--- config.mk ---
export PLATFORM = sky130hd
export DESIGN_NAME = qr_byte_mode_codeword_builder
export DESIGN_NICKNAME = d
export VERILOG_FILES = /design/src/rtl/core/qrbm_pkg.sv /design/src/rtl/core/qr_byte_mode_codeword_builder.sv /design/src/rtl/core/qrbm_datapath.sv /design/src/rtl/core/qrbm_ctrl.sv
export SDC_FILE = /design/constraint.sdc
export NUM_CORES = 1
export LEC_CHECK = 0
export BUFFER_PORTS_ARGS = -buffer_cell sky130_fd_sc_hd__buf_4
export CORE_MARGIN = 4
export CORE_UTILIZATION = 59
export DETAILED_ROUTE_END_ITERATION = 7
export PLACE_DENSITY_LB_ADDON = 0.2
export RECOVER_POWER = 50
export SYNTH_ARGS = -nofsm -noshare
export SYNTH_HDL_FRONTEND = slang
export SYNTH_SLANG_ARGS = --single-unit
--- constraint.sdc ---
create_clock -name clk_i -period 4.3 [get_ports clk_i]
set_clock_uncertainty 0.2 [all_clocks]
set_input_delay 0.43 -clock clk_i [delete_from_list [all_inputs] [get_ports clk_i]]
set_output_delay 0.43 -clock clk_i [all_outputs]
set_load 0.05 [all_outputs]
--- src/rtl/core/qrbm_pkg.sv ---
`default_nettype none
package qrbm_pkg;

  localparam int DATA_CODEWORDS = 55;
  localparam int MAX_LEN        = DATA_CODEWORDS - 2;
  localparam int SENT_W         = $clog2(DATA_CODEWORDS + 1);

  localparam logic [3:0] MODE_NIBBLE = 4'h4;
  localparam logic [7:0] PAD_FIRST   = 8'hEC;
  localparam logic [7:0] PAD_SECOND  = 8'h11;

  localparam logic MODE_START = 1'b0;
  localparam logic MODE_BYTE  = 1'b1;

  typedef enum logic [1:0] {
    ST_IDLE,
    ST_TERM,
    ST_PAD
  } state_e;

  typedef struct packed {
    logic load_in;
    logic load_term;
    logic load_pad;
  } cmd_t;

  typedef struct packed {
    logic out_free;  // output register empty or draining this cycle
    logic finish;    // current input item ends its message
    logic done;      // next codeword reaches capacity
  } sts_t;

endpackage
`default_nettype wire

--- src/rtl/core/qr_byte_mode_codeword_builder.sv ---
// QR byte-mode data codeword builder, capacity of DATA_CODEWORDS codewords.
// Input channel (in_valid_i / in_stall_o): a beat with mode_i = 0 starts a
// message of message_length_i bytes; a beat with mode_i = 1 carries one byte.
// Output channel (out_valid_o / out_stall_i): one codeword per beat, with
// last_codeword_o on the final one and error_o on an error beat (codeword 0).
// Latency: the codeword for an accepted beat is valid the next cycle.
// Throughput: one input beat per cycle while message bytes stream and out_stall_i
// is low. The beat that ends a message (last byte, or a start with length 0) is
// followed by the terminator and pad codewords, one per cycle while out_stall_i is
// low, up to capacity; the sequencer holds in_stall_o high during that burst.
// A length above DATA_CODEWORDS - 2 gives a single error beat.
// When the receiver stalls, the output register holds its beat and the input
// side stalls too; nothing is dropped.
// Reset (rst_ni low, asynchronous) clears the message state, empties the
// output register and returns the sequencer to idle.
`default_nettype none
module qr_byte_mode_codeword_builder import qrbm_pkg::*; (
  input  logic       clk_i,
  input  logic       rst_ni,
  input  logic       in_valid_i,
  output logic       in_stall_o,
  input  logic       mode_i,
  input  logic [7:0] message_length_i,
  input  logic [7:0] data_byte_i,
  output logic       out_valid_o,
  input  logic       out_stall_i,
  output logic [7:0] codeword_o,
  output logic       last_codeword_o,
  output logic       error_o
);

  cmd_t cmd;
  sts_t sts;

  // Sequencer: idle accepts beats, then walks terminator and pads.
  qrbm_ctrl u_ctrl (
    .clk_i      (clk_i),
    .rst_ni     (rst_ni),
    .in_valid_i (in_valid_i),
    .in_stall_o (in_stall_o),
    .sts_i      (sts),
    .cmd_o      (cmd)
  );

  // Message state, codeword formation and the output register.
  qrbm_datapath u_dp (
    .clk_i            (clk_i),
    .rst_ni           (rst_ni),
    .cmd_i            (cmd),
    .sts_o            (sts),
    .mode_i           (mode_i),
    .message_length_i (message_length_i),
    .data_byte_i      (data_byte_i),
    .out_valid_o      (out_valid_o),
    .out_stall_i      (out_stall_i),
    .codeword_o       (codeword_o),
    .last_codeword_o  (last_codeword_o),
    .error_o          (error_o)
  );

endmodule
`default_nettype wire

--- src/rtl/core/qrbm_datapath.sv ---
`default_nettype none
module qrbm_datapath import qrbm_pkg::*; (
  input  logic       clk_i,
  input  logic       rst_ni,
  input  cmd_t       cmd_i,
  output sts_t       sts_o,
  input  logic       mode_i,
  input  logic [7:0] message_length_i,
  input  logic [7:0] data_byte_i,
  output logic       out_valid_o,
  input  logic       out_stall_i,
  output logic [7:0] codeword_o,
  output logic       last_codeword_o,
  output logic       error_o
);

  localparam logic [SENT_W:0] CAP   = (SENT_W + 1)'(DATA_CODEWORDS);
  localparam logic [7:0]      LEN_M = 8'(MAX_LEN);

  logic [3:0]        held_q, held_d;
  logic [7:0]        rem_q, rem_d;
  logic [SENT_W-1:0] sent_q, sent_d;
  logic              active_q, active_d;
  logic              pad_sel_q, pad_sel_d;
  logic              valid_q, valid_d;
  logic [7:0]        cw_q, cw_d;
  logic              last_q, last_d;
  logic              err_q, err_d;

  logic [SENT_W:0]   sent_inc;
  logic              len_bad;
  logic              byte_bad;

  assign sent_inc = {1'b0, sent_q} + (SENT_W + 1)'(1);
  assign len_bad  = (message_length_i > LEN_M);
  assign byte_bad = !active_q || (rem_q == 8'd0);

  assign sts_o.out_free = !valid_q || !out_stall_i;
  assign sts_o.done     = (sent_inc >= CAP);
  assign sts_o.finish   = (mode_i == MODE_START) ? (!len_bad && (message_length_i == 8'd0))
                                                 : (!byte_bad && (rem_q == 8'd1));

  always_comb begin
    held_d    = held_q;
    rem_d     = rem_q;
    sent_d    = sent_q;
    active_d  = active_q;
    pad_sel_d = pad_sel_q;
    valid_d   = valid_q && out_stall_i;
    cw_d      = cw_q;
    last_d    = last_q;
    err_d     = err_q;

    if (cmd_i.load_in) begin
      valid_d = 1'b1;
      if (mode_i == MODE_START) begin
        if (len_bad) begin
          {cw_d, last_d, err_d} = {8'h00, 1'b0, 1'b1};
          held_d   = 4'h0;
          rem_d    = 8'd0;
          sent_d   = '0;
          active_d = 1'b0;
        end else begin
          cw_d     = {MODE_NIBBLE, message_length_i[7:4]};
          last_d   = 1'b0;
          err_d    = 1'b0;
          held_d   = message_length_i[3:0];
          rem_d    = message_length_i;
          sent_d   = SENT_W'(1);
          active_d = 1'b1;
        end
      end else begin
        if (byte_bad) begin
          {cw_d, last_d, err_d} = {8'h00, 1'b0, 1'b1};
        end else begin
          cw_d   = {held_q, data_byte_i[7:4]};
          last_d = (sent_inc >= CAP);
          err_d  = 1'b0;
          held_d = data_byte_i[3:0];
          rem_d  = rem_q - 8'd1;
          sent_d = sent_inc[SENT_W-1:0];
        end
      end
    end else if (cmd_i.load_term) begin
      valid_d   = 1'b1;
      cw_d      = {held_q, 4'h0};
      last_d    = (sent_inc >= CAP);
      err_d     = 1'b0;
      sent_d    = sent_inc[SENT_W-1:0];
      held_d    = 4'h0;
      rem_d     = 8'd0;
      active_d  = 1'b0;
      pad_sel_d = 1'b0;
    end else if (cmd_i.load_pad) begin
      valid_d   = 1'b1;
      cw_d      = pad_sel_q ? PAD_SECOND : PAD_FIRST;
      last_d    = (sent_inc >= CAP);
      err_d     = 1'b0;
      sent_d    = sent_inc[SENT_W-1:0];
      pad_sel_d = !pad_sel_q;
    end
  end

  always_ff @(posedge clk_i or negedge rst_ni) begin
    if (!rst_ni) begin
      held_q    <= 4'h0;
      rem_q     <= 8'd0;
      sent_q    <= '0;
      active_q  <= 1'b0;
      pad_sel_q <= 1'b0;
      valid_q   <= 1'b0;
    end else begin
      held_q    <= held_d;
      rem_q     <= rem_d;
      sent_q    <= sent_d;
      active_q  <= active_d;
      pad_sel_q <= pad_sel_d;
      valid_q   <= valid_d;
    end
  end

  always_ff @(posedge clk_i) begin
    cw_q   <= cw_d;
    last_q <= last_d;
    err_q  <= err_d;
  end

  assign out_valid_o     = valid_q;
  assign codeword_o      = cw_q;
  assign last_codeword_o = last_q;
  assign error_o         = err_q;

endmodule
`default_nettype wire

--- src/rtl/core/qrbm_ctrl.sv ---
`default_nettype none
module qrbm_ctrl import qrbm_pkg::*; (
  input  logic clk_i,
  input  logic rst_ni,
  input  logic in_valid_i,
  output logic in_stall_o,
  input  sts_t sts_i,
  output cmd_t cmd_o
);

  state_e state_q, state_d;

  always_comb begin
    state_d = state_q;
    unique case (state_q)
      ST_IDLE: begin
        if (in_valid_i && sts_i.out_free && sts_i.finish) state_d = ST_TERM;
      end
      ST_TERM: begin
        if (sts_i.out_free) state_d = sts_i.done ? ST_IDLE : ST_PAD;
      end
      ST_PAD: begin
        if (sts_i.out_free && sts_i.done) state_d = ST_IDLE;
      end
      default: state_d = ST_IDLE;
    endcase
  end

  always_comb begin
    cmd_o      = '0;
    in_stall_o = 1'b1;
    unique case (state_q)
      ST_IDLE: begin
        in_stall_o    = !sts_i.out_free;
        cmd_o.load_in = in_valid_i && sts_i.out_free;
      end
      ST_TERM: cmd_o.load_term = sts_i.out_free;
      ST_PAD:  cmd_o.load_pad  = sts_i.out_free;
      default: cmd_o = '0;
    endcase
  end

  always_ff @(posedge clk_i or negedge rst_ni) begin
    if (!rst_ni) begin
      state_q <= ST_IDLE;
    end else begin
      state_q <= state_d;
    end
  end

endmodule
`default_nettype wire

==> flow_summary.ini <==
[outcome]
status = complete, no violations

[clocking]
cts_made_buffers = 5
cts_root_buf = clkbuf_4
clk_latency_ps = 350
cts_resized = 0
cts_tree = built
htreeDepth = 2
cts.reportedPaths.clkPinSlew_ps = 110
cts_setup_buffers = 0
max-clock-path-buffers = 2
cts.sinks = 33

[final_layout]
mostFrequentLayoutCell = nand2_1
fin_nets = 247
area_delta_synth_final_pct = 14.9
nFillCells = 226
multi_input_area_um2 = 900
drive_gt1_frac = 0.157
final_core_util = 0.732
stdcell_area_um2 = 2090
n_antenna_cell = 0
most-common-layout-cells = nand2_1 (24), dfrtp_1 (23), buf_4 (20), o21ai_0 (15), clkbuf_1 (13)
regArea_um2 = 876

[placed_design]
postPlaceCellArea_um2 = 2070
io_buffers = 32
gp_congestion = 0.928
dpl_worst_slack_ps = 1700
hpwl_mm = 3.05

[synth]
ys_seq_elements = 33
synth-main-ff-cell = dfrtp_1
synth_area_leaders = dfrtp_1 (32%), edfxtp_1 (17%), nand2_1 (5.0%)
synth_area_um2 = 1820
synth_top_area_cell = dfrtp_1
syn_inst = 187
syn-num-nets = 212
ys_seq_area_frac = 0.482
synth_cell_type_count = 46
synth-edff-count = 10
yosysTopAreaCellShare = 0.317
yosysWarnings = 0
syn_area_per_cell_um2 = 9.72
async_reset_ff_frac = 0.697

[sta]
hold_violations = 0
slew_headroom = 0.140
worstMarginPinSlew_ps = 1290
maxSlewViolCount = 0
worst_slack_ps = 1820
fin_setup_tns_ps = 0
fmaxAchievable_ghz = 0.403
fin_crit_ps = 2480
rsz0062_at_grt = false
finalCritPeriodShare = 0.578
setup_viol = 0

[setup_path]
critPathLaunchType = register
path_max_fanout = 12
critPathKind = reg -> reg
critPathArrivalTime_ps = 2570
reg2reg_from = u_dp.rem_q[0]
end_kind = register
ff2ff_setup_slack_ps = 1820
crit_start = u_dp.rem_q[0]
endpoint = u_dp.rem_q[7]
worstReg2RegEnd = u_dp.rem_q[7]
required_ps = 4390
r2r_cells = 7

[floorplanning]
io_pins = 33
row_count = 19
die_h_um = 63.5
fp.dieW_um = 63.5
die_area_um2 = 4030
core-area_um2 = 2850
initial_utilization = 0.637

[job]
maxCapViolations = 0

[global_route]
grt_pass1_wl_mm = 7.11
grtUsageTotal = 0.228
grt_max_degree = 24
grt-ovfl-total = 0
antenna_found_initial = 0
grt_pass1_vias = 1469

[power]
power.density_nw_per_um2 = 567
peakVddDrop_mv = 0.380
p_leak_nw = 0.972

[detailed_routing]
routed_via_density = 6.27
drc = 0
wl_per_cell_um = 17.1
drt-pass1-iter-count = 4
ant_nets = 0
totalWireLength_mm = 4.34
initialDrtViolationCount = 160
num_vias = 1592

[min_path]
hp-class = in -> reg
## registers in the layout (all words and copies together) (netlist names)
| name | count |
|---|---|
| u_dp.active_q | 1 |
| u_dp.out_valid_o | 1 |
| u_dp.rem_q | 8 |
| u_ctrl.state_q | 2 |
| u_dp.held_q | 4 |
| u_dp.error_o | 1 |
| u_dp.sent_q | 6 |
| u_dp.pad_sel_q | 1 |
| u_dp.codeword_o | 8 |
| u_dp.last_codeword_o | 1 |
## worst min-delay path by stage
stage / cells after the start / slack (ps) / endpoint / from
2_1_floorplan: 0 / -70 / u_ctrl.state_q[0] / rst_ni
3_3_place_gp: 1 / 140 / u_dp.held_q[1] / rst_ni
3_5_place_dp: 1 / 140 / u_dp.held_q[3] / rst_ni
4_1_cts: 2 / 140 / u_dp.codeword_o[2] / data_byte_i[6]
5_1_grt: 2 / 120 / u_dp.codeword_o[2] / data_byte_i[6]
6_report: 2 / 140 / u_dp.codeword_o[2] / data_byte_i[6]
## power breakdown
group	internal [mW]	total, mW	switching (mW)
logic	0.201	0.497	0.296
clock network	0.0622	0.174	0.112
registers	0.415	0.514	0.0991
total	0.678	1.18	0.507
## critical path, cell delays in order (launching register included)
cell	delay (ps)
dfrtp_1	440
inv_1	100
ha_1	230
or3b_2	510
o21ai_1	240
a32o_1	490
a21o_1	130
a21o_1	100
## routing by layer
| layer | wire length, um | up-vias | global-route usage |
|---|---|---|---|
| li1 | - | 772 | - |
| met1 | 1820 | 769 | 0.277 |
| met2 | 2210 | 42 | 0.377 |
| met3 | 238 | 9 | 0.0533 |
| met4 | 61 | 0 | 0.113 |
| met5 | 0 | - | 0 |
## Yosys cell counts, types with 2 or more instances
| master | number |
|---|---|
| nor2b_1 | 7 |
| a31oi_1 | 2 |
| inv_1 | 5 |
| xor2_1 | 3 |
| nor3_1 | 3 |
| edfxtp_1 | 10 |
| nor2_1 | 11 |
| nand3_1 | 9 |
| a21o_1 | 11 |
| o21ai_0 | 15 |
| nor3b_1 | 2 |
| clkbuf_1 | 3 |
| or4_4 | 2 |
| a21oi_1 | 5 |
| dfrtp_1 | 23 |
| and2_1 | 3 |
| nand4_1 | 2 |
| a22oi_1 | 9 |
| a211o_1 | 2 |
| a22o_1 | 3 |
| o31ai_1 | 3 |
| ha_1 | 4 |
| nor4_1 | 2 |
| nand2_1 | 24 |
| a31o_2 | 2 |
| and3_1 | 2 |
## area by class of cell
cell class,instances,share of cell area
Clock buffer,6,0.0198
Tap cell,31,0.0186
Clock inverter,2,0.00479
Inverter,5,0.00898
Multi-Input combinational cell,144,0.431
Timing Repair Buffer,33,0.0982
Sequential cell,33,0.419
## through the flow
| stage | cells | power, mW | hold slack (ps) |
|---|---|---|---|
| after floorplan | 187 | 0.881 | -65.6 |
| after global placement | 245 | 0.993 | 137 |
| after detailed placement | 245 | 1.02 | 143 |
| after CTS | 254 | 1.19 | 137 |
| after global routing | 254 | 1.27 | 117 |
| final | 254 | 1.18 | 139 |
## cell families after synthesis
family | after synthesis | share of synthesized area
XOR/XNOR | 4 | 0.0193
multiplexers | 1 | 0.00619
buffers and inverters | 10 | 0.0234
flip-flops | 33 | 0.482
AND/OR/NAND/NOR | 72 | 0.200
adder cells (fa/ha/maj) | 4 | 0.0275
AO/OA/AOI/OAI | 63 | 0.242
## repair_timing
item	CTS	global route
hold buffers	1	0
setup endpoints to repair	0	0
hold endpoints to repair	23	0
Power figures use the tool's default switching activity.
